**src/design/timer_deadline_coarse_rounding_assert.svh**
```systemverilog
// assertion macros shared by the deadline rounding block
`ifndef TIMER_DEADLINE_COARSE_ROUNDING_ASSERT_SVH
`define TIMER_DEADLINE_COARSE_ROUNDING_ASSERT_SVH

// same-cycle implication, muted while reset is high
`define TDCR_CHECK_NOW(label, cond, conseq, msg) \
   label: assert property (@(posedge clock) disable iff (reset) (cond) |-> (conseq)) \
      else $error(msg);

// next-cycle implication, also checked across reset
`define TDCR_CHECK_NEXT(label, cond, conseq, msg) \
   label: assert property (@(posedge clock) (cond) |=> (conseq)) \
      else $error(msg);

`endif

```
**src/design/tdcr_pkg.sv**
```systemverilog
package tdcr_pkg;

   // seconds are carried unwrapped with two spare bits
   localparam int SEC_BITS = 32;
   localparam int SEC_W    = SEC_BITS + 2;

   localparam logic [19:0] USEC_MAX           = 20'd999999;
   localparam logic [20:0] USEC_PER_SEC       = 21'd1000000;
   localparam logic [19:0] HALF_SEC_USEC      = 20'd500000;
   localparam logic [30:0] VERY_COARSE_MIN_MS = 31'd20000;
   localparam logic [30:0] PRECISE_MAX_MS     = 31'd20;
   localparam logic [30:0] ONE_SEC_MS         = 31'd1000;
   localparam logic [14:0] LONG_HALF_SEC_MS   = 15'd5000;
   localparam logic [14:0] SMALL_IVL_MS       = 15'd100;
   localparam logic [14:0] TINY_IVL_MS        = 15'd50;
   localparam logic [10:0] MS_PER_SEC         = 11'd1000;
   localparam logic [10:0] HALF_MS_PER_SEC    = 11'd500;
   localparam logic signed [45:0] RESYNC_SHORT_MS = 46'sd1500;

   // reciprocals for constant division, ceil(2^k / d)
   localparam longint unsigned RCP_1000_U31 = ((64'd1 << 41) + 64'd999) / 64'd1000;
   localparam longint unsigned RCP_1000_U20 = ((64'd1 << 30) + 64'd999) / 64'd1000;
   localparam longint unsigned RCP_20_U15   = ((64'd1 << 24) + 64'd19) / 64'd20;
   localparam longint unsigned RCP_25_U15   = ((64'd1 << 24) + 64'd24) / 64'd25;
   localparam longint unsigned RCP_50_U15   = ((64'd1 << 24) + 64'd49) / 64'd50;
   localparam longint unsigned RCP_250_U15  = ((64'd1 << 24) + 64'd249) / 64'd250;
   localparam longint unsigned RCP_500_U15  = ((64'd1 << 24) + 64'd499) / 64'd500;
   localparam longint unsigned RCP_25_U10   = ((64'd1 << 20) + 64'd24) / 64'd25;
   localparam longint unsigned RCP_50_U10   = ((64'd1 << 20) + 64'd49) / 64'd50;
   localparam longint unsigned RCP_100_U10  = ((64'd1 << 20) + 64'd99) / 64'd100;
   localparam longint unsigned RCP_200_U10  = ((64'd1 << 20) + 64'd199) / 64'd200;
   localparam longint unsigned RCP_250_U10  = ((64'd1 << 20) + 64'd249) / 64'd250;
   localparam longint unsigned RCP_500_U10  = ((64'd1 << 20) + 64'd499) / 64'd500;

   typedef enum logic [1:0] {
      KIND_PRECISE    = 2'd0,
      KIND_COARSE     = 2'd1,
      KIND_VCOARSE    = 2'd2,
      KIND_COARSE_ALT = 2'd3
   } kind_type;

   typedef enum logic [1:0] {
      RND_TWO   = 2'd0,
      RND_FOUR  = 2'd1,
      RND_SPLIT = 2'd2,
      RND_STEP  = 2'd3
   } rnd_type;

   typedef enum logic [2:0] {
      STEP_25  = 3'd0,
      STEP_50  = 3'd1,
      STEP_100 = 3'd2,
      STEP_200 = 3'd3,
      STEP_250 = 3'd4,
      STEP_500 = 3'd5
   } step_type;

   typedef struct packed {
      logic [SEC_W-1:0] s;
      logic [19:0]      u;
   } time_type;

   typedef struct packed {
      kind_type    kind;
      logic [30:0] ivl;
      logic [31:0] now_s;
      logic [19:0] now_u;
      logic [31:0] prev_s;
      logic [19:0] prev_u;
   } req_type;

   typedef struct packed {
      kind_type    kind;
      logic [30:0] ivl;
      logic [21:0] q;
      logic [9:0]  r;
      time_type    now;
      time_type    ddl;
      logic [9:0]  slack;
      rnd_type     rmode;
      step_type    step;
   } sched_type;

   typedef struct packed {
      time_type now;
      time_type ddl;
   } fin_type;

   function automatic logic [21:0] div1000_u31(logic [30:0] x);
      logic [62:0] p;
      p = 63'(x) * 63'(RCP_1000_U31);
      return p[62:41];
   endfunction

   function automatic logic [9:0] div1000_u20(logic [19:0] x);
      logic [40:0] p;
      p = 41'(x) * 41'(RCP_1000_U20);
      return p[39:30];
   endfunction

   function automatic logic [10:0] quot_u15(logic [14:0] x, logic [19:0] rcp);
      logic [34:0] p;
      p = 35'(x) * 35'(rcp);
      return p[34:24];
   endfunction

   function automatic logic [5:0] quot_u10(logic [9:0] x, logic [15:0] rcp);
      logic [25:0] p;
      p = 26'(x) * 26'(rcp);
      return p[25:20];
   endfunction

   // add whole seconds q and leftover milliseconds r
   function automatic time_type time_add(time_type t, logic [21:0] q, logic [9:0] r);
      logic [SEC_W-1:0] s;
      logic [20:0]      u;
      time_type         res;
      s = t.s + SEC_W'(q);
      u = 21'(t.u) + 21'(r) * 21'd1000;
      if (u > 21'(USEC_MAX)) begin
         s = s + SEC_W'(1);
         u = u - USEC_PER_SEC;
      end
      res.s = s;
      res.u = u[19:0];
      return res;
   endfunction

   function automatic logic time_lt(time_type a, time_type b);
      return (a.s < b.s) || ((a.s == b.s) && (a.u < b.u));
   endfunction

endpackage

```
**src/design/tdcr_step.sv**
```systemverilog
module tdcr_step (
   input  logic                clock,
   input  logic                reset,
   input  logic                up_valid,
   output logic                up_ready,
   input  tdcr_pkg::sched_type up_data,
   output logic                dn_valid,
   input  logic                dn_ready,
   output tdcr_pkg::sched_type dn_data
);
   import tdcr_pkg::*;

   sched_type        c_in, c_ff;
   logic             c_valid_ff, c_rdy;
   time_type         adv, nadv;
   logic [SEC_W-1:0] vs;

   assign c_rdy    = !c_valid_ff || dn_ready;
   assign up_ready = c_rdy;
   assign dn_valid = c_valid_ff;
   assign dn_data  = c_ff;

   // advance by one interval, per timer kind
   always_comb begin
      adv  = time_add(up_data.ddl, up_data.q, up_data.r);
      nadv = time_add(up_data.now, up_data.q, up_data.r);
      vs   = up_data.ddl.s + SEC_W'(up_data.ddl.u >= HALF_SEC_USEC) + SEC_W'(up_data.q);
      c_in = up_data;
      case (up_data.kind)
         KIND_VCOARSE: begin
            c_in.ddl.s = (vs <= up_data.now.s) ? up_data.now.s + SEC_W'(up_data.q) : vs;
            c_in.ddl.u = 20'd0;
         end
         KIND_PRECISE: begin
            if (up_data.ivl == 31'd0) begin
               c_in.ddl = up_data.now;
            end else begin
               c_in.ddl = time_lt(adv, up_data.now) ? nadv : adv;
            end
         end
         default: begin
            c_in.ddl = time_lt(adv, up_data.now) ? nadv : adv;
         end
      endcase
   end

   always_ff @(posedge clock) begin
      if (reset) begin
         c_valid_ff <= 1'b0;
      end else if (c_rdy) begin
         c_valid_ff <= up_valid;
      end
      if (c_rdy) begin
         c_ff <= c_in;
      end
   end

endmodule

```
**config.mk**
```make
export PLATFORM = sky130hd
export DESIGN_NAME = tdcr_step
export DESIGN_NICKNAME = d
export VERILOG_FILES = /design/src/design/timer_deadline_coarse_rounding_assert.svh /design/src/design/tdcr_pkg.sv /design/src/design/tdcr_step.sv
export SDC_FILE = /design/constraint.sdc
export NUM_CORES = 1
export LEC_CHECK = 0
export ABC_AREA = 1
export BUFFER_PORTS_ARGS = -buffer_cell sky130_fd_sc_hd__buf_2
export CORE_MARGIN = 4
export CORE_UTILIZATION = 40
export CTS_CLUSTER_DIAMETER = 60
export DETAILED_ROUTE_END_ITERATION = 16
export PLACE_DENSITY = 0.71
export SLEW_MARGIN = 20
export SYNTH_ARGS = -nofsm -noshare
export SYNTH_HDL_FRONTEND = slang
export SYNTH_SLANG_ARGS = --single-unit
```
**constraint.sdc**
```tcl
create_clock -name clock -period 8.1 [get_ports clock]
set_input_delay 0 -clock clock [delete_from_list [all_inputs] [get_ports clock]]
set_output_delay 0 -clock clock [all_outputs]
set_load 0.005 [all_outputs]
```
======== Word level (Yosys, flattened, before mapping) ========
Cells that the tools add are included.
cells by class
  add/sub/neg operators ................... 10
  multipliers ............................. 1
  divide/modulo/power cells ............... 0
  order comparisons ....................... 6
  equal/unequal tests ..................... 2
  shift operators ......................... 0
  multiplexer cells ....................... 8
  bitwise logic cells ..................... 0
  reductions and logical operators ........ 6
operators by type and width
  kind                      count
  $mux W54                  2
  $pmux W54 S2              1
  $add A34 B22 Y34          3
  $mux W34                  3
  $add A34 B1 Y34 const B   2
  $add A20 B20 Y21          2
  $gt A21 B20 Y1 const B    2
  $mux W20                  2
  $sub A20 B20 Y20 const B  2
  $add A34 B1 Y34           1
  $eq A34 B34 Y1            1
  $le A34 B34 Y1            1
  $lt A34 B34 Y1            1
  $logic_not A31 Y1         1
  $ge A20 B19 Y1 const B    1
  $lt A20 B20 Y1            1
  $mul A10 B7 Y17 const B   1
  $eq A2 B2 Y1 const B      1
  $logic_not A2 Y1          1
  $logic_or A1 B1 Y1        2
  $logic_and A1 B1 Y1       1
  $logic_not A1 Y1          1
word-level totals
  flip-flop bits (word level) ............. 189
  latch bits .............................. 0
  memory bits (writable) .................. 0
  bits in read-only memories .............. 0
  input bits .............................. 192
  output and inout bits ................... 190
  logic and storage cells ................. 45
  memories ................................ 0

======== Depth between registers and ports, before layout ========
  depth in word-level cells ............... 10
  mapped depth ............................ 53

======== Worst setup path after synthesis ========
Ideal clock, no wire load.
  kind .................................... input to register
  from .................................... in up_data[123] (netlist name)
  to ...................................... reg c_ff, in the netlist dn_data[49] (data pin)
  library setup time ...................... 0.260 ns
  data arrival time ....................... 7.103 ns
  data required time ...................... 7.840 ns
  slack ................................... 0.737 ns
  stages .................................. 45
  cells stage by stage .................... fa_1 > fa_1 > inv_1 > fa_1 > fa_1 > inv_1 > ha_1 > nand2_1 > nor2_1 > a211oi_1 > o221ai_1 > a21oi_1 > o21bai_1 > xor2_1 > inv_1 > ha_1 > a21oi_1 > o21ai_0 > [... 9 more ...] > nand3_2 > xnor2_2 > inv_1 > ha_1 > a21oi_1 > nor2_1 > a211oi_1 > o21ai_0 > nand2_1 > nand2_1 > a21oi_1 > o21bai_1 > nand2_1 > buf_2 > buf_1 > o22ai_1 > nand2_1 > nand3_1
RTL lines
  item                  line             text
  from (decl)           tdcr_step.sv:6   input tdcr_pkg::sched_type up_data,
  to (signal assigned)  tdcr_step.sv:54  c_ff <= c_in;
  to (decl)             tdcr_step.sv:13  sched_type c_in, c_ff;

==> summary by stage <==
GRT
The number of global-route vias before repair was 22270. The first global-routing pass estimated 127.7 mm of wire. The pin count of the biggest net entering global routing is 73. The leftover overflow at the end of global routing is 0.

The total global routing track utilization is 0.2778. The initial antenna violation count is 7.

Timing
Setup repair after global routing could not meet its margin everywhere. The total count of hold-check failures in the final report was 0. For the pin with the worst max-slew slack, the measured transition is 1006 ps. The worst-case headroom to the max-slew limit is 0.3291.

The worst clock skew is 14.78 ps. Of the available clock period, the critical path in the final layout requires 0.9445. Final hold analysis gives a worst-case slack of 76.24 ps. The final setup violation count is 0. The max-slew violation count is 0.

For the final routed database, the setup TNS stands at 0 ps. For the finished layout, the period the worst path requires is about 7700 ps. The final worst-path setup slack is 449.3 ps. Static timing analysis puts the maximum clock frequency at 0.1307 GHz.

Synthesis
The number of nets in the synthesized netlist is between 3000 and 4000. The number of enable-type register cells in the synthesized netlist is 188. The post-synthesis instance area is 21870 sq um. The synthesized design contains ~190 register bits.

In this run, distinct cell masters in the synthesized netlist total 61. In the synthesized netlist the dominant register cell turns out to be sky130_fd_sc_hd__edfxtp_1. The sequential fraction of the synthesis area is 0.2591.

By area the synthesized netlist is led by sky130_fd_sc_hd__edfxtp_1 (26%), sky130_fd_sc_hd__nand2_1 (17%), sky130_fd_sc_hd__ha_1 (12%). The count of synthesis-stage warnings from yosys is 0. A synthesized cell averages approximately 6.7 sq um.

The area share of the largest cell type after synthesis is 0.2582. The cell count after synthesis came out at 3258. The cell type with the largest total area after synthesis is sky130_fd_sc_hd__edfxtp_1. In the synthesized netlist the async set-or-reset flop fraction comes to 0.

Drt
The detailed-route via count is 24380. For this run, the detailed router's first-pass iteration total came to 6. The average wire length per cell after detail routing is 19.00 um. The count of nets left with antenna violations once routing finished came out at 0.

The iteration-0 DRC count of the detailed router is between 2000 and 3000. The number of vias per cell is 5.380. The wire length reported by the detailed router is 86.10 mm.

The number of DRC violations after detailed routing is 0.

Worst hold path
The worst hold path cell count is 1. The end point of the most critical hold path is dn_data[186]. The classification of the worst-slack hold path is in2reg. The critical hold path startpoint is up_data[186].

Worst setup path
The maximum net fanout on the critical path is 12. The type of the setup path with the least slack is in2reg. The element type at the critical path start is a primary input.

The endpoint identified for the worst register-to-register timing path is dn_data[43]. Data on the critical path arrives at its endpoint at 7840 ps. STA classifies the critical path endpoint as a register. The minimum setup slack among reg-to-reg paths is 5790 ps.

The cell count of the worst reg-to-reg path is 2. The data required time of the worst path is 8290 ps. For this design, the slowest cell found on the critical path is sky130_fd_sc_hd__dlygate4sd3_1. The launch point of the worst reg-to-reg path is dn_valid.

The most repeated library cell on the critical path is sky130_fd_sc_hd__nand2_1. The largest stage delay on the critical path is 550 ps.

Clock network
TritonCTS built the clock tree. For the worst-skew pair, the clock arrives at the later sink with an insertion delay of 500 ps. The sink count of the clock tree is ~190. After clock tree synthesis, the clock-pin slew on the worst setup and hold paths is 80 ps. The root buffer cell is sky130_fd_sc_hd__clkbuf_16. The H-tree depth is 4.

Clock tree synthesis inserted a total of 17 buffers. The maximum count of clock buffers along a single path is 2.

Die
The floorplan core area is 53920 sq um. The initial core utilization is 0.4055. The count of boundary I/O pins is 382.

The die covers ~58000 sq um. In this run the core area contains 85 standard-cell rows. The die is 241.8 um wide.

The die is 241.8 um tall.

Cells and area
The register area is roughly 5700 sq um. Leaving out fill and tap cells, the most frequent cell in the layout is sky130_fd_sc_hd__nand2_1. The area growth from synthesis to layout is 25.55%.

Leaving out fill and tap cells, the most frequent cells in the layout are sky130_fd_sc_hd__nand2_1 (975), sky130_fd_sc_hd__inv_1 (532), sky130_fd_sc_hd__buf_2 (381), sky130_fd_sc_hd__nand3_1 (277), sky130_fd_sc_hd__nor2_1 (235). The core occupancy in the finished layout is 0.5092. Of the cells placed in the final design, the portion with a size suffix greater than 1 is 0.1658.

In the final layout, the multi-input gates occupy 14260 sq um. The net total in the final layout is 4257. The final-layout fill cell count is 5226.

Place
At the placement stage, the worst setup path has a slack of -169.0 ps. The count of buffers from port buffering is between 300 and 400. The estimated wirelength of the detail-placed design is 69.18 mm. The final weighted congestion in routability-driven placement is between 1 and 1.5.

Pwr
The leakage dissipation is 0.01426 uW. The worst-case IR drop observed on VDD is 357.1 uV. The power per unit of standard cell area is 428.1 nW/um^2. Power comes to 11750 uW.

Run status
The run finished with clean final reports.

Job
The number of violations of the max-capacitance limit is 0.
==> worst max-delay path by stage <==
stage	start	endpoint	slack (ps)
after global placement	up_data[123]	dn_data[62]	10
after detailed placement	up_data[123]	dn_data[25]	-170
after global routing	up_data[127]	dn_data[34]	-90
after floorplan	up_data[123]	dn_data[49]	740
after CTS	up_data[127]	dn_data[25]	10
final	up_data[127]	dn_data[34]	450
==> power breakdown <==
part,internal [uW],leakage (uW),switching [uW],total (uW)
registers,1340,0.00197,73.1,1410
clock network,420,0.000290,490,910
logic,3530,0.0120,5900,9430
total,5290,0.0143,6460,11800
==> worst max-delay path: cells and delay by family <==
family / cells / cell delay, ps
adders and majority gates: 7 / 2630
AOI/OAI and AO/OA: 11 / 1430
xor gates and xnor gates: 2 / 280
buffers and inverters: 12 / 1760
and+or+nand+nor: 19 / 1720
==> synthesized netlist by cell type (all sizes together) (6+ instances only) <==
| cell type | number |
|---|---|
| nor3 | 36 |
| o21ai | 141 |
| clkbuf | 24 |
| ha | 211 |
| xor2 | 86 |
| a31oi | 8 |
| nor4 | 19 |
| or2 | 7 |
| o211ai | 11 |
| and2 | 6 |
| nand3 | 288 |
| nand3b | 14 |
| fa | 36 |
| a21boi | 8 |
| a21oi | 188 |
| inv | 542 |
| buf | 25 |
| xnor2 | 14 |
| o21bai | 10 |
| nor2 | 263 |
| edfxtp | 188 |
| nand4 | 78 |
| nand2 | 1016 |
==> layout make-up <==
| type | instances | area share |
|---|---|---|
| tap | 696 | 0.03172 |
| timing repair buffer | 590 | 0.1448 |
| antenna | 4 | 0.0003646 |
| sequential | 189 | 0.2064 |
| clock buffer | 17 | 0.01549 |
| multi-input combinational | 2473 | 0.5193 |
| clock inverter | 15 | 0.006927 |
| inverter | 547 | 0.07506 |
==> cells by family (layout without fill, tap and decap cells) <==
logic type	after synthesis	count (layout)	synth area share
simple gates	1734	1734	0.3408
buf+inv	596	1169	0.1067
compound gates	392	392	0.09727
fa+ha+maj	247	247	0.1537
flops	189	189	0.2591
xor+xnor	100	100	0.04246
other cells	0	4	0
==> metal layers <==
metal  global-route usage  wire length, um  up-vias
li1                     -                -    11760
met5                    0               12        -
met1               0.3757            35700    11220
met2               0.4422            38480     1216
met3              0.06004             8977      177
met4              0.09510             2936        2
==> flip-flops by register name, indices dropped and copies added, names as in the netlist <==
| name | count |
|---|---|
| dn_data | 188 |
| dn_valid | 1 |
==> metrics by stage <==
stage	cell area (sq um)	instances
floorplan	21870	3258
global placement	24870	4341
detailed placement	24870	4341
CTS	26860	4511
global route	27460	4531
finish	27460	4531
==> repair_timing <==
item / CTS / global route
setup buffers: 0 / 14
gates resized for setup: 0 / 101
hold buffers: 138 / 0
setup endpoints to repair: 0 / 54
endpoints found under the hold margin: 168 / 0
Power figures use the tool's default switching activity.
