[src/design/timer_deadline_coarse_rounding_assert.svh]
// assertion macros shared by the deadline rounding block
`ifndef TIMER_DEADLINE_COARSE_ROUNDING_ASSERT_SVH
`define TIMER_DEADLINE_COARSE_ROUNDING_ASSERT_SVH

// same-cycle implication, muted while reset is high
`define TDCR_CHECK_NOW(label, cond, conseq, msg) \
   label: assert property (@(posedge clock) disable iff (reset) (cond) |-> (conseq)) \
      else $error(msg);

// next-cycle implication, also checked across reset
`define TDCR_CHECK_NEXT(label, cond, conseq, msg) \
   label: assert property (@(posedge clock) (cond) |=> (conseq)) \
      else $error(msg);

`endif

[src/design/tdcr_pkg.sv]
package tdcr_pkg;

   // seconds are carried unwrapped with two spare bits
   localparam int SEC_BITS = 32;
   localparam int SEC_W    = SEC_BITS + 2;

   localparam logic [19:0] USEC_MAX           = 20'd999999;
   localparam logic [20:0] USEC_PER_SEC       = 21'd1000000;
   localparam logic [19:0] HALF_SEC_USEC      = 20'd500000;
   localparam logic [30:0] VERY_COARSE_MIN_MS = 31'd20000;
   localparam logic [30:0] PRECISE_MAX_MS     = 31'd20;
   localparam logic [30:0] ONE_SEC_MS         = 31'd1000;
   localparam logic [14:0] LONG_HALF_SEC_MS   = 15'd5000;
   localparam logic [14:0] SMALL_IVL_MS       = 15'd100;
   localparam logic [14:0] TINY_IVL_MS        = 15'd50;
   localparam logic [10:0] MS_PER_SEC         = 11'd1000;
   localparam logic [10:0] HALF_MS_PER_SEC    = 11'd500;
   localparam logic signed [45:0] RESYNC_SHORT_MS = 46'sd1500;

   // reciprocals for constant division, ceil(2^k / d)
   localparam longint unsigned RCP_1000_U31 = ((64'd1 << 41) + 64'd999) / 64'd1000;
   localparam longint unsigned RCP_1000_U20 = ((64'd1 << 30) + 64'd999) / 64'd1000;
   localparam longint unsigned RCP_20_U15   = ((64'd1 << 24) + 64'd19) / 64'd20;
   localparam longint unsigned RCP_25_U15   = ((64'd1 << 24) + 64'd24) / 64'd25;
   localparam longint unsigned RCP_50_U15   = ((64'd1 << 24) + 64'd49) / 64'd50;
   localparam longint unsigned RCP_250_U15  = ((64'd1 << 24) + 64'd249) / 64'd250;
   localparam longint unsigned RCP_500_U15  = ((64'd1 << 24) + 64'd499) / 64'd500;
   localparam longint unsigned RCP_25_U10   = ((64'd1 << 20) + 64'd24) / 64'd25;
   localparam longint unsigned RCP_50_U10   = ((64'd1 << 20) + 64'd49) / 64'd50;
   localparam longint unsigned RCP_100_U10  = ((64'd1 << 20) + 64'd99) / 64'd100;
   localparam longint unsigned RCP_200_U10  = ((64'd1 << 20) + 64'd199) / 64'd200;
   localparam longint unsigned RCP_250_U10  = ((64'd1 << 20) + 64'd249) / 64'd250;
   localparam longint unsigned RCP_500_U10  = ((64'd1 << 20) + 64'd499) / 64'd500;

   typedef enum logic [1:0] {
      KIND_PRECISE    = 2'd0,
      KIND_COARSE     = 2'd1,
      KIND_VCOARSE    = 2'd2,
      KIND_COARSE_ALT = 2'd3
   } kind_type;

   typedef enum logic [1:0] {
      RND_TWO   = 2'd0,
      RND_FOUR  = 2'd1,
      RND_SPLIT = 2'd2,
      RND_STEP  = 2'd3
   } rnd_type;

   typedef enum logic [2:0] {
      STEP_25  = 3'd0,
      STEP_50  = 3'd1,
      STEP_100 = 3'd2,
      STEP_200 = 3'd3,
      STEP_250 = 3'd4,
      STEP_500 = 3'd5
   } step_type;

   typedef struct packed {
      logic [SEC_W-1:0] s;
      logic [19:0]      u;
   } time_type;

   typedef struct packed {
      kind_type    kind;
      logic [30:0] ivl;
      logic [31:0] now_s;
      logic [19:0] now_u;
      logic [31:0] prev_s;
      logic [19:0] prev_u;
   } req_type;

   typedef struct packed {
      kind_type    kind;
      logic [30:0] ivl;
      logic [21:0] q;
      logic [9:0]  r;
      time_type    now;
      time_type    ddl;
      logic [9:0]  slack;
      rnd_type     rmode;
      step_type    step;
   } sched_type;

   typedef struct packed {
      time_type now;
      time_type ddl;
   } fin_type;

   function automatic logic [21:0] div1000_u31(logic [30:0] x);
      logic [62:0] p;
      p = 63'(x) * 63'(RCP_1000_U31);
      return p[62:41];
   endfunction

   function automatic logic [9:0] div1000_u20(logic [19:0] x);
      logic [40:0] p;
      p = 41'(x) * 41'(RCP_1000_U20);
      return p[39:30];
   endfunction

   function automatic logic [10:0] quot_u15(logic [14:0] x, logic [19:0] rcp);
      logic [34:0] p;
      p = 35'(x) * 35'(rcp);
      return p[34:24];
   endfunction

   function automatic logic [5:0] quot_u10(logic [9:0] x, logic [15:0] rcp);
      logic [25:0] p;
      p = 26'(x) * 26'(rcp);
      return p[25:20];
   endfunction

   // add whole seconds q and leftover milliseconds r
   function automatic time_type time_add(time_type t, logic [21:0] q, logic [9:0] r);
      logic [SEC_W-1:0] s;
      logic [20:0]      u;
      time_type         res;
      s = t.s + SEC_W'(q);
      u = 21'(t.u) + 21'(r) * 21'd1000;
      if (u > 21'(USEC_MAX)) begin
         s = s + SEC_W'(1);
         u = u - USEC_PER_SEC;
      end
      res.s = s;
      res.u = u[19:0];
      return res;
   endfunction

   function automatic logic time_lt(time_type a, time_type b);
      return (a.s < b.s) || ((a.s == b.s) && (a.u < b.u));
   endfunction

endpackage

[src/design/tdcr_delay.sv]
module tdcr_delay (
   input  logic              clock,
   input  logic              reset,
   input  logic              up_valid,
   output logic              up_ready,
   input  tdcr_pkg::fin_type up_data,
   output logic              dn_valid,
   input  logic              dn_ready,
   output logic [31:0]       next_sec,
   output logic [19:0]       next_usec,
   output logic [31:0]       delay_ms
);
   import tdcr_pkg::*;

   logic signed [SEC_W:0] ds_in, g_ds_ff;
   logic signed [20:0]    du;
   logic [20:0]           mag;
   logic                  g_neg_ff, g_valid_ff, g_rdy;
   logic [9:0]            g_dq_ff;
   logic [31:0]           g_sec_ff;
   logic [19:0]           g_usec_ff;

   logic signed [46:0] dl, frac;
   logic [31:0]        delay_in;
   logic               h_valid_ff, h_rdy;
   logic [31:0]        sec_ff, delay_ff;
   logic [19:0]        usec_ff;

   assign g_rdy     = !g_valid_ff || h_rdy;
   assign h_rdy     = !h_valid_ff || dn_ready;
   assign up_ready  = g_rdy;
   assign dn_valid  = h_valid_ff;
   assign next_sec  = sec_ff;
   assign next_usec = usec_ff;
   assign delay_ms  = delay_ff;

   // stage g: second and microsecond differences, ms of the latter
   always_comb begin
      ds_in = $signed({1'b0, up_data.ddl.s}) - $signed({1'b0, up_data.now.s});
      du    = $signed({1'b0, up_data.ddl.u}) - $signed({1'b0, up_data.now.u});
      mag   = du[20] ? 21'(-du) : 21'(du);
   end

   always_ff @(posedge clock) begin
      if (reset) begin
         g_valid_ff <= 1'b0;
      end else if (g_rdy) begin
         g_valid_ff <= up_valid;
      end
      if (g_rdy) begin
         g_ds_ff   <= ds_in;
         g_neg_ff  <= du[20];
         g_dq_ff   <= div1000_u20(mag[19:0]);
         g_sec_ff  <= up_data.ddl.s[SEC_BITS-1:0];
         g_usec_ff <= up_data.ddl.u;
      end
   end

   // stage h: total in ms, clamped at zero and saturated
   always_comb begin
      frac = $signed({37'd0, g_dq_ff});
      dl   = 47'(g_ds_ff) * 47'sd1000 + (g_neg_ff ? -frac : frac);
      if (dl < 47'sd0) begin
         delay_in = 32'd0;
      end else if (dl > 47'sd4294967295) begin
         delay_in = 32'hFFFF_FFFF;
      end else begin
         delay_in = dl[31:0];
      end
   end

   always_ff @(posedge clock) begin
      if (reset) begin
         h_valid_ff <= 1'b0;
      end else if (h_rdy) begin
         h_valid_ff <= g_valid_ff;
      end
      if (h_rdy) begin
         sec_ff   <= g_sec_ff;
         usec_ff  <= g_usec_ff;
         delay_ff <= delay_in;
      end
   end

endmodule

[config.mk]
export PLATFORM = sky130hd
export DESIGN_NAME = tdcr_delay
export DESIGN_NICKNAME = d
export VERILOG_FILES = /design/src/design/timer_deadline_coarse_rounding_assert.svh /design/src/design/tdcr_pkg.sv /design/src/design/tdcr_delay.sv
export SDC_FILE = /design/constraint.sdc
export NUM_CORES = 1
export LEC_CHECK = 0
export BUFFER_PORTS_ARGS = -buffer_cell sky130_fd_sc_hd__buf_2
export CAP_MARGIN = 20
export CORE_ASPECT_RATIO = 1.25
export CORE_MARGIN = 10
export CORE_UTILIZATION = 45
export CTS_CLUSTER_SIZE = 20
export DETAILED_ROUTE_END_ITERATION = 6
export PLACE_DENSITY_LB_ADDON = 0.2
export SYNTH_ARGS = -nofsm -noshare
export SYNTH_HDL_FRONTEND = slang
export SYNTH_SLANG_ARGS = --single-unit
[constraint.sdc]
create_clock -name clock -period 11.9 [get_ports clock]
set_input_delay 1.19 -clock clock [delete_from_list [all_inputs] [get_ports clock]]
set_output_delay 1.19 -clock clock [all_outputs]
set_load 0.02 [all_outputs]
* Word-level counts from Yosys, hierarchy flattened *
Index checks and enable logic that the tools add are counted.

cells by class
  add/subtract/negate cells = 5
  $mul = 2
  magnitude comparators = 2
  muxes and demuxes = 3
  reduce and logical (&&, ||, !) cells = 4

operator list
  cell                                                  count
  adder 46 x 47 -> 47 bit                               1
  > comparator 47 x 33 -> 1 bit, second input constant  1
  < comparator 47 x 1 -> 1 bit, second input constant   1
  two-way mux 47 bit                                    1
  negator 10 -> 47 bit                                  1
  multiplier 35 x 8 -> 43 bit, second input constant    1
  multiplier 20 x 20 -> 39 bit, second input constant   1
  subtractor 34 x 34 -> 35 bit                          1
  two-way mux 32 bit                                    1
  subtractor 20 x 20 -> 21 bit                          1
  two-way mux 20 bit                                    1
  negator 20 bit                                        1
  logical NOT 1 bit                                     2
  logical OR 1 bit                                      2

storage, ports and cells
  flip-flop bits (word level) = 184
  input bits = 112
  output and inout port bits = 86
  logic and storage cells = 26

* Longest topological paths before layout *
  depth in word-level cells = 5
  mapped depth = 40
  gate-level depth less buffers = 40

* Least setup slack after synthesis *
No wires, ideal clock.

  path type = input-to-reg
  start point = in up_data[0] (netlist name)
  end point = reg g_dq_ff[8], data pin
  library setup time = 0.266 ns
  arrival time = 9.096 ns
  required time = 11.634 ns
  path slack = 2.539 ns
  cell stages on the path = 40
  path buffers = 1
  path through = inv_1 > ha_1 > inv_1 > fa_1 > a21oi_1 > o221ai_1 > a211o_1 > a21o_1 > a21o_1 > a31oi_1 > a21oi_1 > a21o_1 > a21o_1 > clkbuf_1 > nor2_1 > xnor2_1 > ha_1 > ha_1 > (+4 left out) > fa_1 > inv_1 > fa_1 > inv_1 > ha_1 > ha_1 > a21o_1 > a21o_1 > a21oi_1 > nor2b_1 > o21ai_0 > a31o_2 > nand3_1 > o2111ai_1 > a21boi_0 > o21ai_0 > a21boi_0 > xor2_1

between the ends
  word-level cells in the longest chain between the ends = 4

RTL lines
  what                              line              text
  from (decl)                       tdcr_delay.sv:6   input tdcr_pkg::fin_type up_data,
  subtractor 20 x 20 -> 21 bit (*)  tdcr_delay.sv:40  du = $signed({1'b0, up_data.ddl.u}) - $signed({1'b0, up_data.now.u});
  negator 20 bit                    tdcr_delay.sv:41  mag = du[20] ? 21'(-du) : 21'(du);
  two-way mux 20 bit (*)            tdcr_delay.sv:41
  multiplier 20 x 20 -> 39 bit (*)  tdcr_pkg.sv:97    p = 41'(x) * 41'(RCP_1000_U20);
  to (signal assigned)              tdcr_delay.sv:53  g_dq_ff <= div1000_u20(mag[19:0]);
  to (decl)                         tdcr_delay.sv:19  logic [9:0] g_dq_ff;

Every way passes the cells marked *; elsewhere a longest branch is shown, timed or not.
A chain may end at the register's enable or synchronous reset.

* Worst setup path after layout *
  start point = in up_data[0] (netlist name)
  end point = reg g_dq_ff[8], data pin

between the ends
  elaborated cells between the ends (all ways) = 4
  those cells by class = add/sub (2); mul (1); mux (1)

RTL lines
  what                          line              text
  subtractor 20 x 20 -> 21 bit  tdcr_delay.sv:40
  net du[20]                    tdcr_delay.sv:16  logic signed [20:0] du;
  two-way mux 20 bit            tdcr_delay.sv:41
  multiplier 20 x 20 -> 39 bit  tdcr_pkg.sv:97

The timed path passes the listed nets, and every way through them passes these cells.

==> impl_metrics.env <==
export IMPL_outcome="finished clean"
export IMPL_gp_congestion=0.915
export IMPL_synth_top_cell_by_area="edfxtp_1"
export IMPL_required_ns=12.11
export IMPL_vias=16400
export IMPL_area_growth_pct=10.7
export IMPL_synth_xor_area_frac=0.0584
export IMPL_crit_top_cell="fa_1"
export IMPL_cp_arrival_ns=10.28
export IMPL_clock_skew_ns=0.0191
export IMPL_synth_cells=2352
export IMPL_port_buffers=197
export IMPL_final_setup_tns_ns=0
export IMPL_cp_startpoint="up_data[0]"
export IMPL_worst_setup_path_end_kind="flop"
export IMPL_yosys_warnings=0
export IMPL_grt_antenna_before_repair=4
export IMPL_synth_area_top_cells="edfxtp_1 (24%), ha_1 (21%), fa_1 (19%), inv_1 (9.7%), xnor2_1 (3.6%)"
export IMPL_root_buffer="clkbuf_16"
export IMPL_crit_path_top_delay_cell="xnor2_1"
export IMPL_fmax_ghz=0.0992
export IMPL_max_slew_margin_rel=0.332
export IMPL_numCtsBuffers=17
export IMPL_async_reset_ff_frac=0
export IMPL_die_w_um=223
export IMPL_yosysSeqAreaShare=0.238
export IMPL_crit_type="primary input to flop"
export IMPL_maxCapViolCount=0
export IMPL_period_needed_ns=10.08
export IMPL_r2r_start="g_ds_ff[8]$_DFFE_PP_"
export IMPL_fin_hold_ws_ns=0.409
export IMPL_postRouteAntennaNets=0
export IMPL_clock_latency_ns=0.48
export IMPL_die_y_um=273
export IMPL_grt_pass1_wl_mm=91.2
export IMPL_postLayoutCoreUtil=0.505
export IMPL_drtPass1Iterations=5
export IMPL_hold_class="flop to flop"
export IMPL_slowest_delay_ns=0.79
export IMPL_report_final_hold_viol_count=0
export IMPL_die_area_mm2=0.0609
export IMPL_synth_fa_ha_area_frac=0.404
export IMPL_drcViolationCount=0
export IMPL_grt_max_degree=54
export IMPL_synth_compound_area_frac=0.125
export IMPL_report_final_slew_viol_count=0
export IMPL_synthDistinctLibCells=68
export IMPL_cts_setup_buffers=0
export IMPL_synthSimpleGateAreaFrac=0.0723
export IMPL_pin_count=198
export IMPL_rows=92
export IMPL_cts_sinks=184
export IMPL_crit_fanout=12
export IMPL_cts_hold_buffers_added=0
export IMPL_max_slew_worst_pin_slew_ns=0.999
export IMPL_avgSynthCellArea_um2=9.83
export IMPL_r2r_slack_ns=3.12
export IMPL_grt_pass1_vias=17600
export IMPL_cts_resized=0
export IMPL_synth_seq_cells=184
export IMPL_drt_vias_per_instance=5.07
export IMPL_period_share=0.847
export IMPL_synthesis_area_mm2=0.0231
export IMPL_wl_per_cell_um=17.3
export IMPL_crit_path_start_kind="primary input"
export IMPL_clk_path_buf_depth=2
export IMPL_dp_hpwl_mm=48.5
export IMPL_finalWirelength_mm=56.0
export IMPL_path_clk_slew_ns=0.08
export IMPL_synth_top_family_by_area="adder cells"
export IMPL_netlist_area_leader_share=0.236
export IMPL_grt_overflow=0
export IMPL_final_layout_size_suffix_gt1_frac=0.104
export IMPL_htreeDepth=4
export IMPL_synth_top_flop_cell="edfxtp_1"
export IMPL_drtIter0Drc=689
export IMPL_setup_violations_final=0
export IMPL_synth_edf_count=182
export IMPL_grt_use_total=0.186
export IMPL_synthMuxAreaShare=0.00130
export IMPL_rsz0062_at_grt="no"
export IMPL_cts_tree="yes"
export IMPL_initial_core_util=0.456
export IMPL_syn_num_nets=3076
export IMPL_fin_nets=3288
export IMPL_min_from="g_sec_ff[5]$_DFFE_PP_"
export IMPL_core_mm2=0.0506
==> per-layer routing <==
layer	global-route usage	vias to the layer above	routed length [um]
li1	-	8240	-
met1	0.211	7833	23200
met2	0.343	244	29200
met3	0.0261	91	1720
met4	0.0746	2	1920
met5	0	-	20
==> logic make-up after synthesis <==
logic type | count (synthesis)
adders and majority gates | 612
and+or+nand+nor | 328
DFF | 184
buffers and inverters | 617
muxes | 3
AOI/OAI and AO/OA | 454
xor gates and xnor gates | 154
==> sequential cells by signal (all words and copies together) (netlist names) <==
register / cells
g_ds_ff: 35
next_sec: 32
next_usec: 20
g_usec_ff: 20
g_dq_ff: 10
dn_valid: 1
g_sec_ff: 32
g_valid_ff: 1
g_neg_ff: 1
delay_ms: 32
==> Yosys cell counts, types with 16 or more instances <==
master and instances:
a21o_1 75, a21oi_1 158, a31oi_1 18, clkbuf_1 16, edfxtp_1 182, fa_1 223, ha_1 389, inv_1 595
nand2_1 74, nand2b_1 24, nand3_1 29, nor2_1 78, nor2b_1 23, nor3_1 20, o21a_1 28, o21ai_0 71
xnor2_1 94, xor2_1 60
==> metrics by stage <==
step                cells  worst slack (ns)  instance area (um^2)
CTS                  3235              1.80                 25600
finish               3239              1.82                 25600
global placement     3203              1.56                 25000
global route         3236              1.25                 25600
detailed placement   3203              1.30                 25000
floorplan            2352              2.54                 23100
==> final cells by class <==
class	instances	area, um^2
antenna	4	10.0
clock buffer	17	425
clock inverter	15	176
fill	4779	25100
inverter	596	2240
multi-input combinational	1551	15300
sequential	184	5510
tap	658	823
timing repair buffer	214	1110
==> critical path: cells and delay by family <==
family                     cells  cell delay, ns
xor gates and xnor gates       2            0.89
adders and majority gates      9            3.70
AOI/OAI and AO/OA             16            3.61
buffers and inverters          6            0.55
and+or+nand+nor                4            0.36
==> layout by cell type (no fill, tap or decap), drive strengths merged, types with 17 or more instances in the layout <==
cell type | Yosys | final
inv | 595 | 601
ha | 389 | 389
fa | 223 | 223
buf | 5 | 214
edfxtp | 182 | 182
a21oi | 160 | 160
xnor2 | 94 | 94
nor2 | 78 | 78
a21o | 75 | 75
nand2 | 74 | 74
o21ai | 74 | 74
xor2 | 60 | 60
nand3 | 29 | 29
o21a | 28 | 28
nand2b | 24 | 24
nor2b | 23 | 23
nor3 | 20 | 20
a31oi | 18 | 18
clkbuf | 16 | 17
==> path summary, 6_finish.rpt <==
kind | to | cells after the start
setup / recovery | g_dq_ff[8]$_DFFE_PP_ | 37
hold / removal | next_sec[5]$_DFFE_PP_ | 0
setup reg to reg | delay_ms[4]$_SDFFCE_PN0P_ | 34
hold reg to reg | next_sec[5]$_DFFE_PP_ | 0
Power is not shown: default switching activity piles up to over one toggle a cycle in this logic, so the estimate is an artifact.
