File: config.mk
export PLATFORM = sky130hd
export DESIGN_NAME = tdcr_prep
export DESIGN_NICKNAME = d
export VERILOG_FILES = /design/src/design/timer_deadline_coarse_rounding_assert.svh /design/src/design/tdcr_pkg.sv /design/src/design/tdcr_prep.sv
export SDC_FILE = /design/constraint.sdc
export NUM_CORES = 2
export LEC_CHECK = 0
export ABC_AREA = 1
export BUFFER_PORTS_ARGS = -buffer_cell sky130_fd_sc_hd__buf_4
export CAP_MARGIN = 0
export CORE_MARGIN = 2
export CORE_UTILIZATION = 25
export DETAILED_ROUTE_END_ITERATION = 16
export GPL_TIMING_DRIVEN = 0
export SYNTH_ARGS = -nofsm -noshare
export SYNTH_HDL_FRONTEND = slang
export SYNTH_SLANG_ARGS = --single-unit
File: constraint.sdc
create_clock -name clock -period 19.5 [get_ports clock]
set_input_delay 3.9 -clock clock [delete_from_list [all_inputs] [get_ports clock]]
set_output_delay 3.9 -clock clock [all_outputs]
set_load 0.01 [all_outputs]
File: src/design/timer_deadline_coarse_rounding_assert.svh
// assertion macros shared by the deadline rounding block
`ifndef TIMER_DEADLINE_COARSE_ROUNDING_ASSERT_SVH
`define TIMER_DEADLINE_COARSE_ROUNDING_ASSERT_SVH

// same-cycle implication, muted while reset is high
`define TDCR_CHECK_NOW(label, cond, conseq, msg) \
   label: assert property (@(posedge clock) disable iff (reset) (cond) |-> (conseq)) \
      else $error(msg);

// next-cycle implication, also checked across reset
`define TDCR_CHECK_NEXT(label, cond, conseq, msg) \
   label: assert property (@(posedge clock) (cond) |=> (conseq)) \
      else $error(msg);

`endif

File: src/design/tdcr_pkg.sv
package tdcr_pkg;

   // seconds are carried unwrapped with two spare bits
   localparam int SEC_BITS = 32;
   localparam int SEC_W    = SEC_BITS + 2;

   localparam logic [19:0] USEC_MAX           = 20'd999999;
   localparam logic [20:0] USEC_PER_SEC       = 21'd1000000;
   localparam logic [19:0] HALF_SEC_USEC      = 20'd500000;
   localparam logic [30:0] VERY_COARSE_MIN_MS = 31'd20000;
   localparam logic [30:0] PRECISE_MAX_MS     = 31'd20;
   localparam logic [30:0] ONE_SEC_MS         = 31'd1000;
   localparam logic [14:0] LONG_HALF_SEC_MS   = 15'd5000;
   localparam logic [14:0] SMALL_IVL_MS       = 15'd100;
   localparam logic [14:0] TINY_IVL_MS        = 15'd50;
   localparam logic [10:0] MS_PER_SEC         = 11'd1000;
   localparam logic [10:0] HALF_MS_PER_SEC    = 11'd500;
   localparam logic signed [45:0] RESYNC_SHORT_MS = 46'sd1500;

   // reciprocals for constant division, ceil(2^k / d)
   localparam longint unsigned RCP_1000_U31 = ((64'd1 << 41) + 64'd999) / 64'd1000;
   localparam longint unsigned RCP_1000_U20 = ((64'd1 << 30) + 64'd999) / 64'd1000;
   localparam longint unsigned RCP_20_U15   = ((64'd1 << 24) + 64'd19) / 64'd20;
   localparam longint unsigned RCP_25_U15   = ((64'd1 << 24) + 64'd24) / 64'd25;
   localparam longint unsigned RCP_50_U15   = ((64'd1 << 24) + 64'd49) / 64'd50;
   localparam longint unsigned RCP_250_U15  = ((64'd1 << 24) + 64'd249) / 64'd250;
   localparam longint unsigned RCP_500_U15  = ((64'd1 << 24) + 64'd499) / 64'd500;
   localparam longint unsigned RCP_25_U10   = ((64'd1 << 20) + 64'd24) / 64'd25;
   localparam longint unsigned RCP_50_U10   = ((64'd1 << 20) + 64'd49) / 64'd50;
   localparam longint unsigned RCP_100_U10  = ((64'd1 << 20) + 64'd99) / 64'd100;
   localparam longint unsigned RCP_200_U10  = ((64'd1 << 20) + 64'd199) / 64'd200;
   localparam longint unsigned RCP_250_U10  = ((64'd1 << 20) + 64'd249) / 64'd250;
   localparam longint unsigned RCP_500_U10  = ((64'd1 << 20) + 64'd499) / 64'd500;

   typedef enum logic [1:0] {
      KIND_PRECISE    = 2'd0,
      KIND_COARSE     = 2'd1,
      KIND_VCOARSE    = 2'd2,
      KIND_COARSE_ALT = 2'd3
   } kind_type;

   typedef enum logic [1:0] {
      RND_TWO   = 2'd0,
      RND_FOUR  = 2'd1,
      RND_SPLIT = 2'd2,
      RND_STEP  = 2'd3
   } rnd_type;

   typedef enum logic [2:0] {
      STEP_25  = 3'd0,
      STEP_50  = 3'd1,
      STEP_100 = 3'd2,
      STEP_200 = 3'd3,
      STEP_250 = 3'd4,
      STEP_500 = 3'd5
   } step_type;

   typedef struct packed {
      logic [SEC_W-1:0] s;
      logic [19:0]      u;
   } time_type;

   typedef struct packed {
      kind_type    kind;
      logic [30:0] ivl;
      logic [31:0] now_s;
      logic [19:0] now_u;
      logic [31:0] prev_s;
      logic [19:0] prev_u;
   } req_type;

   typedef struct packed {
      kind_type    kind;
      logic [30:0] ivl;
      logic [21:0] q;
      logic [9:0]  r;
      time_type    now;
      time_type    ddl;
      logic [9:0]  slack;
      rnd_type     rmode;
      step_type    step;
   } sched_type;

   typedef struct packed {
      time_type now;
      time_type ddl;
   } fin_type;

   function automatic logic [21:0] div1000_u31(logic [30:0] x);
      logic [62:0] p;
      p = 63'(x) * 63'(RCP_1000_U31);
      return p[62:41];
   endfunction

   function automatic logic [9:0] div1000_u20(logic [19:0] x);
      logic [40:0] p;
      p = 41'(x) * 41'(RCP_1000_U20);
      return p[39:30];
   endfunction

   function automatic logic [10:0] quot_u15(logic [14:0] x, logic [19:0] rcp);
      logic [34:0] p;
      p = 35'(x) * 35'(rcp);
      return p[34:24];
   endfunction

   function automatic logic [5:0] quot_u10(logic [9:0] x, logic [15:0] rcp);
      logic [25:0] p;
      p = 26'(x) * 26'(rcp);
      return p[25:20];
   endfunction

   // add whole seconds q and leftover milliseconds r
   function automatic time_type time_add(time_type t, logic [21:0] q, logic [9:0] r);
      logic [SEC_W-1:0] s;
      logic [20:0]      u;
      time_type         res;
      s = t.s + SEC_W'(q);
      u = 21'(t.u) + 21'(r) * 21'd1000;
      if (u > 21'(USEC_MAX)) begin
         s = s + SEC_W'(1);
         u = u - USEC_PER_SEC;
      end
      res.s = s;
      res.u = u[19:0];
      return res;
   endfunction

   function automatic logic time_lt(time_type a, time_type b);
      return (a.s < b.s) || ((a.s == b.s) && (a.u < b.u));
   endfunction

endpackage

File: src/design/tdcr_prep.sv
module tdcr_prep (
   input  logic                clock,
   input  logic                reset,
   input  logic                up_valid,
   output logic                up_ready,
   input  tdcr_pkg::req_type   up_data,
   output logic                dn_valid,
   input  logic                dn_ready,
   output tdcr_pkg::sched_type dn_data
);
   import tdcr_pkg::*;

   typedef struct packed {
      kind_type    kind;
      logic [30:0] ivl;
      logic [21:0] q;
      time_type    now;
      time_type    prev;
      logic [9:0]  now_ms;
      logic [9:0]  prev_ms;
   } prep_a_type;

   prep_a_type a_in, a_ff;
   logic       a_valid_ff, a_rdy;
   sched_type  b_in, b_ff;
   logic       b_valid_ff, b_rdy;

   logic [19:0]        nu, wu;
   logic signed [32:0] ds;
   logic signed [45:0] ahead, lhs, rhs;
   logic               resync;
   logic [14:0]        ivl15, rem25, rem50, rem250, rem500;
   logic [10:0]        q20, q25, q50, q250, q500;

   assign a_rdy    = !a_valid_ff || b_rdy;
   assign b_rdy    = !b_valid_ff || dn_ready;
   assign up_ready = a_rdy;
   assign dn_valid = b_valid_ff;
   assign dn_data  = b_ff;

   // stage a: clamp, kind promotion, interval split and ms of each time
   always_comb begin
      nu = (up_data.now_u > USEC_MAX) ? USEC_MAX : up_data.now_u;
      wu = (up_data.prev_u > USEC_MAX) ? USEC_MAX : up_data.prev_u;
      a_in.ivl = up_data.ivl;
      if (up_data.kind == KIND_PRECISE || up_data.kind == KIND_VCOARSE) begin
         a_in.kind = up_data.kind;
      end else if (up_data.ivl >= VERY_COARSE_MIN_MS) begin
         a_in.kind = KIND_VCOARSE;
      end else if (up_data.ivl <= PRECISE_MAX_MS) begin
         a_in.kind = KIND_PRECISE;
      end else begin
         a_in.kind = KIND_COARSE;
      end
      a_in.q       = div1000_u31(up_data.ivl);
      a_in.now.s   = SEC_W'(up_data.now_s);
      a_in.now.u   = nu;
      a_in.prev.s  = SEC_W'(up_data.prev_s);
      a_in.prev.u  = wu;
      a_in.now_ms  = div1000_u20(nu);
      a_in.prev_ms = div1000_u20(wu);
   end

   always_ff @(posedge clock) begin
      if (reset) begin
         a_valid_ff <= 1'b0;
      end else if (a_rdy) begin
         a_valid_ff <= up_valid;
      end
      if (a_rdy) begin
         a_ff <= a_in;
      end
   end

   // stage b: resync of a far deadline and coarse rounding setup
   always_comb begin
      ds    = $signed({1'b0, a_ff.prev.s[SEC_BITS-1:0]}) - $signed({1'b0, a_ff.now.s[SEC_BITS-1:0]});
      ahead = 46'(ds) * 46'sd1000 + $signed({36'd0, a_ff.prev_ms})
              - $signed({36'd0, a_ff.now_ms});
      lhs   = (ahead <<< 2) + ahead;
      rhs   = $signed({15'd0, a_ff.ivl}) * 46'sd6;
      resync = (a_ff.ivl != 31'd0) &&
               (((a_ff.ivl < ONE_SEC_MS) && (ahead > RESYNC_SHORT_MS)) ||
                ((a_ff.ivl >= ONE_SEC_MS) && (lhs > rhs)));

      ivl15  = a_ff.ivl[14:0];
      q20    = quot_u15(ivl15, 20'(RCP_20_U15));
      q25    = quot_u15(ivl15, 20'(RCP_25_U15));
      q50    = quot_u15(ivl15, 20'(RCP_50_U15));
      q250   = quot_u15(ivl15, 20'(RCP_250_U15));
      q500   = quot_u15(ivl15, 20'(RCP_500_U15));
      rem25  = ivl15 - 15'(q25) * 15'd25;
      rem50  = ivl15 - 15'(q50) * 15'd50;
      rem250 = ivl15 - 15'(q250) * 15'd250;
      rem500 = ivl15 - 15'(q500) * 15'd500;

      b_in.kind  = a_ff.kind;
      b_in.ivl   = a_ff.ivl;
      b_in.q     = a_ff.q;
      b_in.r     = 10'(a_ff.ivl - 31'(a_ff.q) * 31'd1000);
      b_in.now   = a_ff.now;
      b_in.ddl   = resync ? a_ff.now : a_ff.prev;
      b_in.slack = q20[9:0];
      b_in.step  = STEP_25;
      if ((ivl15 < SMALL_IVL_MS) && (rem25 != 15'd0)) begin
         b_in.rmode = (ivl15 < TINY_IVL_MS) ? RND_TWO : RND_FOUR;
      end else if (rem500 == 15'd0) begin
         b_in.rmode = (ivl15 >= LONG_HALF_SEC_MS) ? RND_SPLIT : RND_STEP;
         b_in.step  = STEP_500;
      end else if (rem50 == 15'd0) begin
         b_in.rmode = RND_STEP;
         if (q50[1:0] == 2'd0) begin
            b_in.step = STEP_200;
         end else if (!q50[0]) begin
            b_in.step = STEP_100;
         end else if (rem250 == 15'd0) begin
            b_in.step = STEP_250;
         end else begin
            b_in.step = STEP_50;
         end
      end else begin
         b_in.rmode = RND_STEP;
      end
   end

   always_ff @(posedge clock) begin
      if (reset) begin
         b_valid_ff <= 1'b0;
      end else if (b_rdy) begin
         b_valid_ff <= a_valid_ff;
      end
      if (b_rdy) begin
         b_ff <= b_in;
      end
   end

endmodule

# Word level (Yosys, flattened, before mapping)
# Cells that the tools add are included.
dict set report op_classes {
  muxes 14
  shifts 0
  eq_ne 1
  bitwise_logic 1
  magnitude_cmp 11
  reduce_logical 18
  n_mul 15
  add_sub_neg 9
  div 0
}
# cell n
set op_table {}
lappend op_table {{multiplier 20 x 20 -> 39 bit, second input constant} 2}
lappend op_table {{multiplier 31 x 29 -> 60 bit, second input constant} 1}
lappend op_table {{subtractor 15 bit} 4}
lappend op_table {{two-way mux 52 bit} 1}
lappend op_table {{adder 46 bit} 1}
lappend op_table {{greater-than comparator 46 x 12 -> 1 bit, second input constant} 1}
lappend op_table {{greater-than comparator 46 x 35 -> 1 bit} 1}
lappend op_table {{subtractor 45 x 11 -> 46 bit} 1}
lappend op_table {{adder 44 x 11 -> 45 bit} 1}
lappend op_table {{logical NOT 15 bit} 3}
lappend op_table {{multiplier 33 x 8 -> 41 bit, second input constant} 1}
lappend op_table {{greater-than comparator 20 bit, second input constant} 2}
lappend op_table {{two-way mux 20 bit} 2}
lappend op_table {{multiplier 15 x 20 -> 35 bit, second input constant} 1}
lappend op_table {{multiplier 15 x 19 -> 34 bit, second input constant} 1}
lappend op_table {{multiplier 15 x 20 -> 34 bit, second input constant} 1}
lappend op_table {{multiplier 31 x 2 -> 33 bit, second input constant} 1}
lappend op_table {{subtractor 32 x 32 -> 33 bit} 1}
lappend op_table {{multiplier 15 x 17 -> 32 bit, second input constant} 1}
lappend op_table {{greater-or-equal comparator 31 x 10 -> 1 bit, second input constant} 1}
lappend op_table {{greater-or-equal comparator 31 x 15 -> 1 bit, second input constant} 1}
lappend op_table {{less-or-equal comparator 31 x 5 -> 1 bit, second input constant} 1}
lappend op_table {{less-than comparator 31 x 10 -> 1 bit, second input constant} 1}
lappend op_table {{multiplier 15 x 16 -> 31 bit, second input constant} 1}
lappend op_table {{22 further kinds} 37}
dict set report word_totals {
  mem_bits_ro 0
  word_cells 92
  register_bits 367
  mem_bits_rw 0
  latch_bits 0
  output_inout_bits 190
  input_bits 141
  mem_count 0
}

# Longest topological paths before layout
dict set report depth {
  ltp_word 10
  mapped_depth 77
  ltp_nobuf 76
}

# Least setup slack after synthesis
# Ideal clock, no wire load.
dict set report synth_path {
  path_kind {input to output}
  startpoint {input dn_ready}
  endpoint {output up_ready}
  cell_stages 2
  slack_ns 7.512
  t_arrival_ns 8.088
  n_path_buf 0
  path_cell_list {inv_1 nand3_1}
}
dict set report synth_between {
  elab_chain_cells 2
}
# element line
set synth_lines {}
lappend synth_lines {{start, declared} tdcr_prep.sv:8} ;# input logic dn_ready,
lappend synth_lines {{logical OR 1 bit} tdcr_prep.sv:36} ;# assign b_rdy = !b_valid_ff || dn_ready;
lappend synth_lines {{logical OR 1 bit} tdcr_prep.sv:35} ;# assign a_rdy = !a_valid_ff || b_rdy;
lappend synth_lines {{end, declared} tdcr_prep.sv:5} ;# output logic up_ready,
# No other way between the ends.

==> flow_metrics.env <==
export IMPL_outcome="finished clean"
export IMPL_critPathCaptureType="register"
export IMPL_min_path_cells=0
export IMPL_hp_start="a_ff[140]"
export IMPL_setup_tns_final_ns=0
export IMPL_postSynthCellCount=8557
export IMPL_drc=0
export IMPL_drv_cap=0
export IMPL_postCtsSetupBuffers=0
export IMPL_hold_viol=0
export IMPL_htreeDepth=2
export IMPL_cts_resized=0
export IMPL_crit_path_max_incr_delay_ns=1.24
export IMPL_vias=56200
export IMPL_synth_top_area_frac=0.276
export IMPL_place_detailed_hpwl_um=179000
export IMPL_path_max_fanout=20
export IMPL_required_ns=19.83
export IMPL_gp_congestion=0.902
export IMPL_r2r_cells=42
export IMPL_cts_buffers=50
export IMPL_mostFrequentLayoutCells="inv_1 (2252), ha_1 (1661), nand2_1 (1184)"
export IMPL_crit_type="reg -> reg"
export IMPL_rsz0062_at_grt="no"
export IMPL_num_rows=201
export IMPL_cts_path_max_buffers=3
export IMPL_drtPass1Iterations=8
export IMPL_final_nets=11700
export IMPL_postRouteAntennaNets=0
export IMPL_ys_top_cells_by_area="ha_1 (28%), fa_1 (24%), edfxtp_1 (14%), inv_1 (11%), nand2_1 (5.9%)"
export IMPL_worstHoldEndpoint="dn_data[145]"
export IMPL_cts_tree="done"
export IMPL_min_path_type="reg -> reg"
export IMPL_synthArstFlopShare=0
export IMPL_synth_distinct_cells=59
export IMPL_routed_wl_um=211000
export IMPL_maxSlewHeadroom=0.0162
export IMPL_syn_area_per_cell_um2=8.81
export IMPL_root_buffer="clkbuf_16"
export IMPL_setup_viol=0
export IMPL_clk_latency_ns=0.73
export IMPL_cp_common_cell="inv_1"
export IMPL_clkSlewWorstSetupHoldPaths_ns=0.06
export IMPL_synth_warnings=0
export IMPL_port_buffers=326
export IMPL_fp_dieW_um=553
export IMPL_synthFlopType="edfxtp_1"
export IMPL_dp_slack_ns=5.68
export IMPL_drt_iter0_markers=3260
export IMPL_track_usage=0.139
export IMPL_core_area_mm2=0.300
export IMPL_clock_sinks=362
export IMPL_pin_count=331
export IMPL_timing_rr_start="a_ff[152]"
export IMPL_cp_slowest_cell="edfxtp_1"
export IMPL_synth_yosys_seq_area_share=0.144
export IMPL_critPathLaunchType="register"
export IMPL_grt_max_degree=61
export IMPL_vias_per_cell=4.34
export IMPL_fin_skew_ns=0.0602
export IMPL_grt_pass1_wl_um=332000
export IMPL_die_y_um=553
export IMPL_wl_per_cell_um=16.3
export IMPL_slew_violations=0
export IMPL_synth_top_cell_by_area="ha_1"
export IMPL_synthToLayoutAreaGrowth_pct=12.5
export IMPL_worst_slack_ns=5.77
export IMPL_synth_seq_cells=362
export IMPL_ff2ff_setup_slack_ns=5.77
export IMPL_cts_hold_buf=0
export IMPL_die_area_mm2=0.306
export IMPL_fillers=32000
export IMPL_grt_ovfl_total=0
export IMPL_grt_pass1_vias=57800
export IMPL_min_period_ns=13.73
export IMPL_timing_final_crit_share=0.704
export IMPL_syn_area_mm2=0.0754
export IMPL_tightest_slew_ns=1.48
export IMPL_crit_arrival_ns=14.06
export IMPL_start_util=0.251
export IMPL_antenna_found_initial=10
export IMPL_layout_commonest_cell="inv_1"
export IMPL_synth_edff_count=360
export IMPL_drive_above_1_share=0.0584
export IMPL_fmax_mhz=72.8
export IMPL_worst_r2r_endpoint="dn_data[3]"
-- area by class of cell --
class	count	area, um2	area share
Multi-Input combinational cell	5900	55900	0.659
Sequential cell	362	10900	0.128
Inverter	2260	8480	0.100
Tap cell	3958	4950	0.0584
Timing Repair Buffer	341	2850	0.0336
Clock buffer	56	1270	0.0150
Clock inverter	36	332	0.00391
Buffer	38	214	0.00252
Antenna cell	3	7.51	0.0000885
-- state kept, by name (all words and copies together) (netlist names) --
signal	cells
a_valid_ff	1
dn_valid	1
a_ff	179
dn_data	181
-- cells by family after synthesis --
family          synth area share
simple gates               0.113
flops                      0.144
xor+xnor                  0.0412
other cells            0.0000996
buf+inv                    0.115
compound gates            0.0705
fa+ha+maj                  0.516
-- worst max path at each step --
| stage | cells after the start | end | start | slack, ns |
|---|---|---|---|---|
| after floorplan | 2 | up_ready | dn_ready | 7.51 |
| after global placement | 4 | up_ready | dn_ready | 1.13 |
| after detailed placement | 42 | dn_data[3] | a_ff[152] | 5.68 |
| after CTS | 42 | dn_data[3] | a_ff[152] | 5.69 |
| after global routing | 42 | dn_data[3] | a_ff[152] | 4.88 |
| final | 42 | dn_data[3] | a_ff[152] | 5.77 |
-- cells in the mapped netlist, types with 9 or more instances --
cell type	number
o21bai_1	28
o31ai_1	15
edfxtp_1	360
nand2_1	1185
xnor2_1	119
a221oi_1	9
ha_1	1661
nand3_1	259
nand3b_1	14
a31oi_1	41
nand4_1	79
xor2_1	236
a211oi_1	15
nor4_1	18
a21oi_1	509
nor2_1	342
or2_2	23
inv_1	2252
a21o_1	23
nor2_2	15
o211ai_1	14
nor3_1	42
o21ai_0	217
nand2_2	26
fa_1	901
o221ai_1	15
clkbuf_1	20
o21a_1	20
-- layer usage --
layer  up-vias  wire length [um]  track usage
met2      1032             96400        0.230
met5         -                 9            0
met3       183              9510       0.0168
met4         2              5950       0.0378
met1     27000             98700        0.191
li1      28000                 -            -
-- critical path, delay by kind of cell (launching register included) --
kind,cells,cell delay (ns)
buffers and inverters,8,1.46
and+or+nand+nor,4,1.29
AOI/OAI and AO/OA,15,2.87
adders and majority gates,12,5.75
DFF,1,1.24
xor gates and xnor gates,3,0.69
-- metrics by stage --
| step | utilization | std cells | hold WS, ns | cell area, um2 |
|---|---|---|---|---|
| 3_3_place_gp | 0.276 | 12800 | 0.405 | 82800 |
| 5_1_grt | 0.283 | 13000 | 0.419 | 84800 |
| 6_report | 0.283 | 13000 | 0.418 | 84900 |
| 2_1_floorplan | - | 8560 | 0.400 | 75400 |
| 4_1_cts | 0.283 | 13000 | 0.386 | 84800 |
| 3_5_place_dp | 0.277 | 12900 | 0.409 | 83200 |
Power is left out: the tool's default activity adds up to more than one toggle a clock period on the data nets, which glitch-free logic cannot reach.
